==> config.mk <==
export PLATFORM = sky130hd
export DESIGN_NAME = three_channel_ultrasonic_ranger
export DESIGN_NICKNAME = d
export VERILOG_FILES = /design/src/hw/rtl/tcur_pkg.sv /design/src/hw/rtl/tcur_mod_unit.sv /design/src/hw/rtl/three_channel_ultrasonic_ranger.sv
export SDC_FILE = /design/constraint.sdc
export NUM_CORES = 2
export LEC_CHECK = 0
export BUFFER_PORTS_ARGS = -buffer_cell sky130_fd_sc_hd__buf_2
export CAP_MARGIN = 20
export CORE_ASPECT_RATIO = 0.8
export CORE_UTILIZATION = 45
export CTS_CLUSTER_DIAMETER = 200
export DETAILED_ROUTE_END_ITERATION = 6
export PLACE_DENSITY_LB_ADDON = 0.2
export SLEW_MARGIN = 20
export SYNTH_ARGS = -nofsm -noshare
export SYNTH_HDL_FRONTEND = slang
export SYNTH_SLANG_ARGS = --single-unit
export TNS_END_PERCENT = 10
==> constraint.sdc <==
create_clock -name clk -period 7.8 [get_ports clk]
set_input_delay 1.17 -clock clk [delete_from_list [all_inputs] [get_ports clk]]
set_output_delay 1.17 -clock clk [all_outputs]
set_load 0.01 [all_outputs]
==> src/hw/rtl/tcur_pkg.sv <==
`timescale 1ns / 1ps
// ----------------------------------------------------------------------------
// tcur_pkg
// Shared constants and types of the three-channel ultrasonic ranger.
// ----------------------------------------------------------------------------
package tcur_pkg;

    localparam int DEF_CHANNELS   = 3;
    localparam int DEF_COUNT_BITS = 16;

    localparam int CFG_IDX_BITS   = 8;
    localparam int CFG_DATA_BITS  = 17;
    localparam int PERIOD_BITS    = 17;
    localparam int TRIG_LEN_BITS  = 16;
    localparam int SCALE_BITS     = 16;
    localparam int DIST_BITS      = 16;

    // register indexes
    localparam logic [CFG_IDX_BITS-1:0] CFG_RUN_ENABLE     = 8'd0;
    localparam logic [CFG_IDX_BITS-1:0] CFG_TRIGGER_LENGTH = 8'd1;
    localparam logic [CFG_IDX_BITS-1:0] CFG_PERIOD_TICKS   = 8'd2;
    localparam logic [CFG_IDX_BITS-1:0] CFG_SCALE_Q16      = 8'd3;

    // register reset values
    localparam logic                     RST_RUN_ENABLE     = 1'b0;
    localparam logic [TRIG_LEN_BITS-1:0] RST_TRIGGER_LENGTH = 16'd100;
    localparam logic [PERIOD_BITS-1:0]   RST_PERIOD_TICKS   = 17'd60000;
    localparam logic [SCALE_BITS-1:0]    RST_SCALE_Q16      = 16'd1114;

    // status of the modulo reduction unit
    typedef struct packed {
        logic busy;
        logic done;
    } tcur_mod_stat_t;

endpackage

==> src/hw/rtl/tcur_mod_unit.sv <==
`timescale 1ns / 1ps
// ----------------------------------------------------------------------------
// tcur_mod_unit
// Bit-serial restoring remainder, one bit per cycle over several lanes in
// parallel. Reduces stored counts modulo a new period.
// ----------------------------------------------------------------------------
module tcur_mod_unit
    import tcur_pkg::*;
#(
    parameter int LANES      = DEF_CHANNELS + 1,
    parameter int COUNT_BITS = DEF_COUNT_BITS
)
(
    input  logic                                clk,
    input  logic                                rst_n,
    input  logic                                start,
    input  logic [COUNT_BITS:0]                 period,
    input  logic [LANES-1:0][COUNT_BITS-1:0]    values,
    output tcur_mod_stat_t                      stat,
    output logic [LANES-1:0][COUNT_BITS-1:0]    rems
);

    localparam int CW = $clog2(COUNT_BITS + 1);

    logic                               busy_reg;
    logic [CW-1:0]                      cnt_reg;
    logic [LANES-1:0][COUNT_BITS-1:0]   x_reg;
    logic [LANES-1:0][COUNT_BITS:0]     rem_reg;
    logic [LANES-1:0][COUNT_BITS:0]     rem_next;
    logic [LANES-1:0][COUNT_BITS+1:0]   shifted;
    logic                               last_step;

    always_comb
    begin
        for (int l = 0; l < LANES; l++)
        begin
            // bring down the next dividend bit, subtract if it fits
            shifted[l] = {rem_reg[l], x_reg[l][COUNT_BITS-1]};
            if (shifted[l] >= (COUNT_BITS+2)'(period))
            begin
                rem_next[l] = (COUNT_BITS+1)'(shifted[l] - (COUNT_BITS+2)'(period));
            end
            else
            begin
                rem_next[l] = shifted[l][COUNT_BITS:0];
            end
            rems[l] = rem_next[l][COUNT_BITS-1:0];
        end
        last_step = busy_reg && (cnt_reg == CW'(1));
        stat.busy = busy_reg;
        stat.done = last_step;
    end

    always_ff @(posedge clk or negedge rst_n)
    begin
        if (!rst_n)
        begin
            busy_reg <= 1'b0;
            cnt_reg  <= '0;
        end
        else if (start)
        begin
            busy_reg <= 1'b1;
            cnt_reg  <= CW'(COUNT_BITS);
        end
        else if (busy_reg)
        begin
            cnt_reg <= cnt_reg - CW'(1);
            if (last_step)
            begin
                busy_reg <= 1'b0;
            end
        end
    end

    always_ff @(posedge clk)
    begin
        if (start)
        begin
            x_reg   <= values;
            rem_reg <= '0;
        end
        else if (busy_reg)
        begin
            for (int l = 0; l < LANES; l++)
            begin
                x_reg[l]   <= x_reg[l] << 1;
                rem_reg[l] <= rem_next[l];
            end
        end
    end

endmodule

==> src/hw/rtl/three_channel_ultrasonic_ranger.sv <==
`timescale 1ns / 1ps
// ----------------------------------------------------------------------------
// three_channel_ultrasonic_ranger
// Timer-tick driven echo-pulse ranger: trigger generation, echo edge service
// in round-robin arming order, and pulse width to distance scaling.
// ----------------------------------------------------------------------------
// Throughput: one tick word per cycle while the output accepts words and no
// period_ticks write or remainder reduction holds off input; the edge-service
// stage and the multiply stage are each one register deep.
// A write to period_ticks holds off input during the write and while the
// bit-serial remainder unit reduces the counter and stored starts.
// Reset: counter zero, channel zero armed, no pending edges, registers at
// their defaults, output empty.
module three_channel_ultrasonic_ranger
    import tcur_pkg::*;
#(
    parameter int CHANNELS   = DEF_CHANNELS,
    parameter int COUNT_BITS = DEF_COUNT_BITS
)
(
    input  logic                                     clk,
    input  logic                                     rst_n,
    // input tick words
    input  logic                                     s_tvalid,
    output logic                                     s_tready,
    // echo_0 .. echo_(CHANNELS-1), from bit 0 up
    input  logic [((CHANNELS+7)/8)*8-1:0]            s_tdata,
    // result words
    output logic                                     m_tvalid,
    input  logic                                     m_tready,
    // trigger_0 .. trigger_(CHANNELS-1), distance_channel, distance_cm
    output logic [((CHANNELS+$clog2(CHANNELS)+DIST_BITS+7)/8)*8-1:0] m_tdata,
    // distance_valid
    output logic                                     m_tuser,
    // configuration writes
    input  logic                                     cfg_valid,
    output logic                                     cfg_ready,
    input  logic [CFG_IDX_BITS-1:0]                  cfg_index,
    input  logic [CFG_DATA_BITS-1:0]                 cfg_data
);

    localparam int N        = COUNT_BITS;
    localparam int CH_BITS  = $clog2(CHANNELS);
    localparam int TDATA_W  = ((CHANNELS + CH_BITS + DIST_BITS + 7) / 8) * 8;
    localparam int PW       = (N + 1 > PERIOD_BITS) ? N + 1 : PERIOD_BITS;
    localparam int TW       = (N > TRIG_LEN_BITS) ? N : TRIG_LEN_BITS;
    localparam int DW       = (N > DIST_BITS) ? N : DIST_BITS;
    localparam logic [CHANNELS-1:0] ONE_HOT0 = CHANNELS'(1);

    // configuration registers
    logic                       run_reg;
    logic [TRIG_LEN_BITS-1:0]   trig_len_reg;
    logic [PERIOD_BITS-1:0]     period_reg;
    logic [SCALE_BITS-1:0]      scale_reg;

    // ranging state
    logic [N-1:0]               tick_reg, tick_next;
    logic [N-1:0]               tick_mod_reg, tick_mod_next;
    logic [CHANNELS-1:0]        armed_reg, armed_next;
    logic [CHANNELS-1:0]        pending_reg, pending_next;
    logic [CHANNELS-1:0]        prev_reg, prev_next;
    logic [N-1:0]               start_raw_reg [CHANNELS];
    logic [N-1:0]               start_mod_reg [CHANNELS];

    // stage 1: service result
    logic                       v1_reg;
    logic [CHANNELS-1:0]        trig1_reg;
    logic                       dv1_reg;
    logic [CH_BITS-1:0]         ch1_reg;
    logic [N-1:0]               width1_reg;

    // stage 2: output word
    logic                       ov_reg;
    logic [CHANNELS-1:0]        trig_o_reg;
    logic                       dv_o_reg;
    logic [CH_BITS-1:0]         ch_o_reg;
    logic [DIST_BITS-1:0]       dist_o_reg;

    logic                       cfg_fire;
    logic                       period_wr;
    logic                       s_fire;
    logic                       out_load;

    logic [PW-1:0]              p_clamp;
    logic [N:0]                 p_eff;
    logic [CHANNELS-1:0]        echo;
    logic [N-1:0]               c;
    logic [N-1:0]               cmod;
    logic [CHANNELS-1:0]        trig;
    logic [CHANNELS-1:0]        pend;
    logic                       found;
    logic [CH_BITS-1:0]         sel;
    logic [CHANNELS-1:0]        sel_hot;
    logic [CHANNELS-1:0]        nxt_hot;
    logic                       is_start;
    logic                       is_stop;
    logic [N-1:0]               s_mod;
    logic [N:0]                 wrap_width;
    logic [N-1:0]               width;
    logic [N:0]                 inc;

    logic [N+SCALE_BITS-1:0]    prod;
    logic [DW-1:0]              dist_full;
    logic [DIST_BITS-1:0]       dist_sat;

    tcur_mod_stat_t                  mod_stat;
    logic [CHANNELS:0][N-1:0]        mod_values;
    logic [CHANNELS:0][N-1:0]        mod_rems;

    // ------------------------------------------------------------------
    // handshakes
    // ------------------------------------------------------------------
    assign cfg_ready = 1'b1;
    assign cfg_fire  = cfg_valid && cfg_ready;
    assign period_wr = cfg_fire && (cfg_index == CFG_PERIOD_TICKS);

    assign out_load = v1_reg && (!ov_reg || m_tready);
    assign s_tready = (!v1_reg || out_load) && !mod_stat.busy
                      && !(cfg_valid && (cfg_index == CFG_PERIOD_TICKS));
    assign s_fire   = s_tvalid && s_tready;

    assign m_tvalid = ov_reg;
    assign m_tuser  = dv_o_reg;
    assign m_tdata  = TDATA_W'({dist_o_reg, ch_o_reg, trig_o_reg});

    // ------------------------------------------------------------------
    // period clamp and remainder unit
    // ------------------------------------------------------------------
    always_comb
    begin
        if (PW'(period_reg) < PW'(2))
        begin
            p_clamp = PW'(2);
        end
        else if (PW'(period_reg) > (PW'(1) << N))
        begin
            p_clamp = PW'(1) << N;
        end
        else
        begin
            p_clamp = PW'(period_reg);
        end
        p_eff = p_clamp[N:0];
    end

    always_comb
    begin
        mod_values[0] = tick_reg;
        for (int i = 0; i < CHANNELS; i++)
        begin
            mod_values[i+1] = start_raw_reg[i];
        end
    end

    tcur_mod_unit #(
        .LANES      (CHANNELS + 1),
        .COUNT_BITS (COUNT_BITS)
    ) u_mod (
        .clk    (clk),
        .rst_n  (rst_n),
        .start  (period_wr),
        .period (p_eff),
        .values (mod_values),
        .stat   (mod_stat),
        .rems   (mod_rems)
    );

    // ------------------------------------------------------------------
    // edge service for one tick
    // ------------------------------------------------------------------
    always_comb
    begin
        echo = s_tdata[CHANNELS-1:0];
        c    = run_reg ? tick_reg : '0;
        cmod = run_reg ? tick_mod_reg : '0;

        trig = (run_reg && (TW'(c) < TW'(trig_len_reg))) ? armed_reg : '0;

        pend  = pending_reg | (echo ^ prev_reg);
        found = |pend;
        sel   = '0;
        // lowest pending channel wins
        for (int i = CHANNELS - 1; i >= 0; i--)
        begin
            if (pend[i])
            begin
                sel = CH_BITS'(i);
            end
        end
        sel_hot = ONE_HOT0 << sel;
        nxt_hot = (sel == CH_BITS'(CHANNELS - 1)) ? ONE_HOT0 : (sel_hot << 1);

        is_start = found && echo[sel];
        is_stop  = found && !echo[sel];

        // both operands already below the period
        s_mod      = start_mod_reg[sel];
        wrap_width = ({1'b0, cmod} + p_eff) - {1'b0, s_mod};
        width      = (cmod >= s_mod) ? (cmod - s_mod) : wrap_width[N-1:0];

        inc = {1'b0, c} + (N+1)'(1);

        tick_next     = tick_reg;
        tick_mod_next = tick_mod_reg;
        armed_next    = armed_reg;
        pending_next  = pending_reg;
        prev_next     = prev_reg;

        if (s_fire)
        begin
            pending_next = pend & ~(found ? sel_hot : '0);
            prev_next    = echo;
            if (is_start)
            begin
                armed_next = (armed_reg & ~sel_hot) | nxt_hot;
            end
            if (run_reg)
            begin
                tick_next = (inc >= p_eff) ? '0 : inc[N-1:0];
            end
            else
            begin
                tick_next = '0;
            end
            // advanced counter is always below the period
            tick_mod_next = tick_next;
        end
        else if (mod_stat.done)
        begin
            tick_mod_next = mod_rems[0];
        end
    end

    always_ff @(posedge clk or negedge rst_n)
    begin
        if (!rst_n)
        begin
            run_reg      <= RST_RUN_ENABLE;
            trig_len_reg <= RST_TRIGGER_LENGTH;
            period_reg   <= RST_PERIOD_TICKS;
            scale_reg    <= RST_SCALE_Q16;
        end
        else if (cfg_fire)
        begin
            case (cfg_index)
                CFG_RUN_ENABLE:     run_reg      <= cfg_data[0];
                CFG_TRIGGER_LENGTH: trig_len_reg <= cfg_data[TRIG_LEN_BITS-1:0];
                CFG_PERIOD_TICKS:   period_reg   <= cfg_data[PERIOD_BITS-1:0];
                CFG_SCALE_Q16:      scale_reg    <= cfg_data[SCALE_BITS-1:0];
                default:            ;
            endcase
        end
    end

    always_ff @(posedge clk or negedge rst_n)
    begin
        if (!rst_n)
        begin
            tick_reg     <= '0;
            tick_mod_reg <= '0;
            armed_reg    <= ONE_HOT0;
            pending_reg  <= '0;
            prev_reg     <= '0;
            for (int i = 0; i < CHANNELS; i++)
            begin
                start_raw_reg[i] <= '0;
                start_mod_reg[i] <= '0;
            end
        end
        else
        begin
            tick_reg     <= tick_next;
            tick_mod_reg <= tick_mod_next;
            armed_reg    <= armed_next;
            pending_reg  <= pending_next;
            prev_reg     <= prev_next;
            for (int i = 0; i < CHANNELS; i++)
            begin
                if (s_fire && is_start && (sel == CH_BITS'(i)))
                begin
                    start_raw_reg[i] <= c;
                    start_mod_reg[i] <= cmod;
                end
                else if (mod_stat.done)
                begin
                    start_mod_reg[i] <= mod_rems[i+1];
                end
            end
        end
    end

    // ------------------------------------------------------------------
    // stage 1 register
    // ------------------------------------------------------------------
    always_ff @(posedge clk or negedge rst_n)
    begin
        if (!rst_n)
        begin
            v1_reg <= 1'b0;
        end
        else if (s_fire)
        begin
            v1_reg <= 1'b1;
        end
        else if (out_load)
        begin
            v1_reg <= 1'b0;
        end
    end

    always_ff @(posedge clk)
    begin
        if (s_fire)
        begin
            trig1_reg  <= trig;
            dv1_reg    <= is_stop;
            ch1_reg    <= is_stop ? sel : '0;
            width1_reg <= is_stop ? width : '0;
        end
    end

    // ------------------------------------------------------------------
    // stage 2: scale to centimetres, saturate
    // ------------------------------------------------------------------
    always_comb
    begin
        prod      = (N+SCALE_BITS)'(width1_reg) * (N+SCALE_BITS)'(scale_reg);
        dist_full = DW'(prod >> SCALE_BITS);
        if (dist_full > DW'(16'hFFFF))
        begin
            dist_sat = 16'hFFFF;
        end
        else
        begin
            dist_sat = dist_full[DIST_BITS-1:0];
        end
    end

    always_ff @(posedge clk or negedge rst_n)
    begin
        if (!rst_n)
        begin
            ov_reg <= 1'b0;
        end
        else if (out_load)
        begin
            ov_reg <= 1'b1;
        end
        else if (m_tready)
        begin
            ov_reg <= 1'b0;
        end
    end

    always_ff @(posedge clk)
    begin
        if (out_load)
        begin
            trig_o_reg <= trig1_reg;
            dv_o_reg   <= dv1_reg;
            ch_o_reg   <= ch1_reg;
            dist_o_reg <= dist_sat;
        end
    end

endmodule

==> flow_metrics.tcl <==
set metrics [dict create \
    maxCapViolCount 0 \
    finalSetupViolations 0 \
    initial_core_util_pct 45.6 \
    firstDrtPassIters 5 \
    clock_skew_ps 26.3 \
    p_leak_nw 15.3 \
    grt_most_used_layer "met2" \
    core_area_um2 64300 \
    cts-buffers-inserted 42 \
    tightest_slew_ps 1050 \
    crit_fanout 16 \
    min_to "m_tuser" \
    reg2reg_depth 23 \
    yosysWarnings 0 \
    synth_compound_area_share_pct 12.4 \
    synthToLayoutAreaGrowth_pct 9.05 \
    yosys.area_share.adder_pct 24.6 \
    drt-vias-per-instance 5.56 \
    use_met2_pct 36.5 \
    grt_pass1_wl_um 125000 \
    required_ps 8110 \
    path_cells "nand2_1 > fa_1 > inv_1 > fa_1 > inv_1 > fa_1 > inv_1 > fa_1 > fa_1 > inv_1 > fa_1 > inv_1 > ha_1 > nand4_1 > a2111oi_2 > a2bb2oi_1 > a2111oi_2 > nor2_1 > o211a_1 > o31ai_4 > nor4_1 > nor3_1 > xnor2_1" \
    slowest_stage "edfxtp_1" \
    pin_count 66 \
    grtUsageMet3_pct 3.26 \
    cts_hold_buf 0 \
    ir_worst_vdd_mv 0.234 \
    drt_iter0_markers 1909 \
    drive_gt1_share_pct 7.69 \
    cp_slowest_stage_delay_ps 760 \
    cpMostUsedCell "fa_1" \
    rows 83 \
    drv_slew 0 \
    synth_async_sr_flop_share_pct 52.6 \
    routed-via-count 22900 \
    finalWorstSetupSlack_ps 468 \
    dp_hpwl_um 58600 \
    worstPathArrival_ps 7640 \
    die-area_um2 66200 \
    path_clk_slew_ps 50 \
    fillers 5979 \
    rr_endpoint "dist_o_reg[15]" \
    nets 3716 \
    synth_seq_cells 371 \
    netlist.area_leader.share_pct 15.3 \
    min_from "dv1_reg" \
    root_buffer "clkbuf_16" \
    ant_nets 0 \
    start_kind "flop" \
    yosysMostFrequentCell "nand2_1" \
    rsz0062_at_grt "no" \
    gp_congestion 0.899 \
    post_cts_resized 0 \
    synth-xor-area-share_pct 3.05 \
    grt_max_degree 118 \
    end_kind "flop" \
    netlist_top_cells_count "610 x nand2_1, 353 x inv_1, 235 x ha_1" \
    n_antenna_cell 0 \
    hold_viol 0 \
    timing.rr.start "width1_reg[7]" \
    drc 0 \
    totalWireLength_um 79200 \
    yosys-top-cells-area "dfrtp_1 15%, fa_1 15%, edfxtp_1 11%, ha_1 10%, nand2_1 7.8%" \
    synth_edf_count 108 \
    muxShareOfSynthArea_pct 3.75 \
    holdCritPathClass "reg2reg" \
    place_ws_ps 525 \
    clock.fmax_mhz 136 \
    r2r_setup_slack_ps 470 \
    io_buffers 56 \
    setup-tns-final_ps 0 \
    status "finished clean" \
    syn_area_um2 29300 \
    drt-wirelength-per-cell_um 19.3 \
    die_h_um 230 \
    post-cts-setup-buffer-count 0 \
    cts_tree "yes" \
    synth_simple_gate_area_share_pct 17.5 \
    globalRouteTotalUtil_pct 24.1 \
    whs_path_depth 0 \
    antenna_found_initial 5 \
    insertion_delay_ps 590 \
    clock-sinks 371 \
    synth_cell_types 78 \
    grt_pass1_vias 22400 \
    synth_area_per_cell_um2 9.11 \
    yosysSeqAreaShare_pct 32.4 \
    period_needed_ps 7330 \
    synth_top_family_by_area "adder cells" \
    fin_crit_sh_pct 94.0 \
    largest_reg_flops 68 \
    use_met1_pct 36.0 \
    clockBufferDepth 3 \
    fp.dieW_um 287 \
    globalRouteOverflowTotal 0 \
    yosys_most_used_dff "dfrtp_1" \
    synth_top_cell_by_area "dfrtp_1" \
    critPathKind "reg2reg" \
    syn_inst 3221 \
    htreeDepth 2 \
    slew_headroom_pct 29.7 \
    p_per_area_nw_per_um2 358 \
]
==> report_power, final <==
| part | leakage (nW) | switching (mW) | total, mW | internal (mW) |
|---|---|---|---|---|
| clock network | 0.702 | 0.863 | 2.07 | 1.21 |
| registers | 4.11 | 0.536 | 3.39 | 2.85 |
| logic | 10.5 | 3.59 | 5.97 | 2.38 |
| total | 15.3 | 4.99 | 11.4 | 6.45 |
==> worst max-delay path by stage <==
stage / from / to / slack, ps / depth (start not counted)
floorplan: scale_reg[9] / dist_o_reg[15] / 1260 / 25
global placement: scale_reg[12] / dist_o_reg[15] / 630 / 22
detailed placement: width1_reg[7] / dist_o_reg[15] / 530 / 23
CTS: width1_reg[7] / dist_o_reg[15] / 490 / 23
global route: width1_reg[7] / dist_o_reg[15] / 140 / 23
finish: width1_reg[7] / dist_o_reg[15] / 470 / 23
==> worst max-delay path: cells and delay by family (launching register included) <==
family | cells | cell delay, ps
adders and majority gates | 7 | 3370
AOI/OAI and AO/OA | 5 | 1730
and+or+nand+nor | 5 | 810
DFF | 1 | 760
buffers and inverters | 5 | 280
xor gates and xnor gates | 1 | 100
==> cell families after synthesis <==
group | count (synthesis)
mux | 105
flops | 371
xor+xnor | 102
compound gates | 563
simple gates | 1141
buf+inv | 489
other cells | 2
fa+ha+maj | 448
==> per-layer routing <==
metal,share of wire [%],vias to the layer above
li1,-,10800
met1,47,11200
met2,43,740
met3,6.7,108
met4,2.4,6
met5,0.051,-
==> per-stage QoR <==
stage               utilization [%]  instances  cell area [µm²]  power [mW]  hold slack, ps
finish                         49.8       4114            32000        11.4             419
global route                   49.8       4114            32000        12.3             440
CTS                            49.7       4114            32000        11.4             422
detailed placement             47.5       4036            30500        9.29             409
global placement               47.4       4034            30500        9.10             412
floorplan                         -       3223            29300        7.72             400
==> layout by cell type, fill, tap and decap left out, drive strengths merged, types with 68 or more instances in the layout <==
master and count:
nand2 610, inv 353, ha 235, fa 213, nor2 181, dfrtp 179
o21ai 165, a21oi 139, and2 138, edfxtp 108, buf 98, dfxtp 68
==> cell type report <==
class / instances / area [µm²] / share of cell area (%)
well taps: 850 / 1060 / 3.33
repair buffers: 99 / 643 / 2.01
multi-input cells: 2363 / 18000 / 56.3
flip-flops and latches: 371 / 9510 / 29.7
clock inverters: 25 / 264 / 0.825
clock buffers: 53 / 1180 / 3.68
inverters: 353 / 1330 / 4.14
No activity file was read; power rests on OpenSTA's default activity.
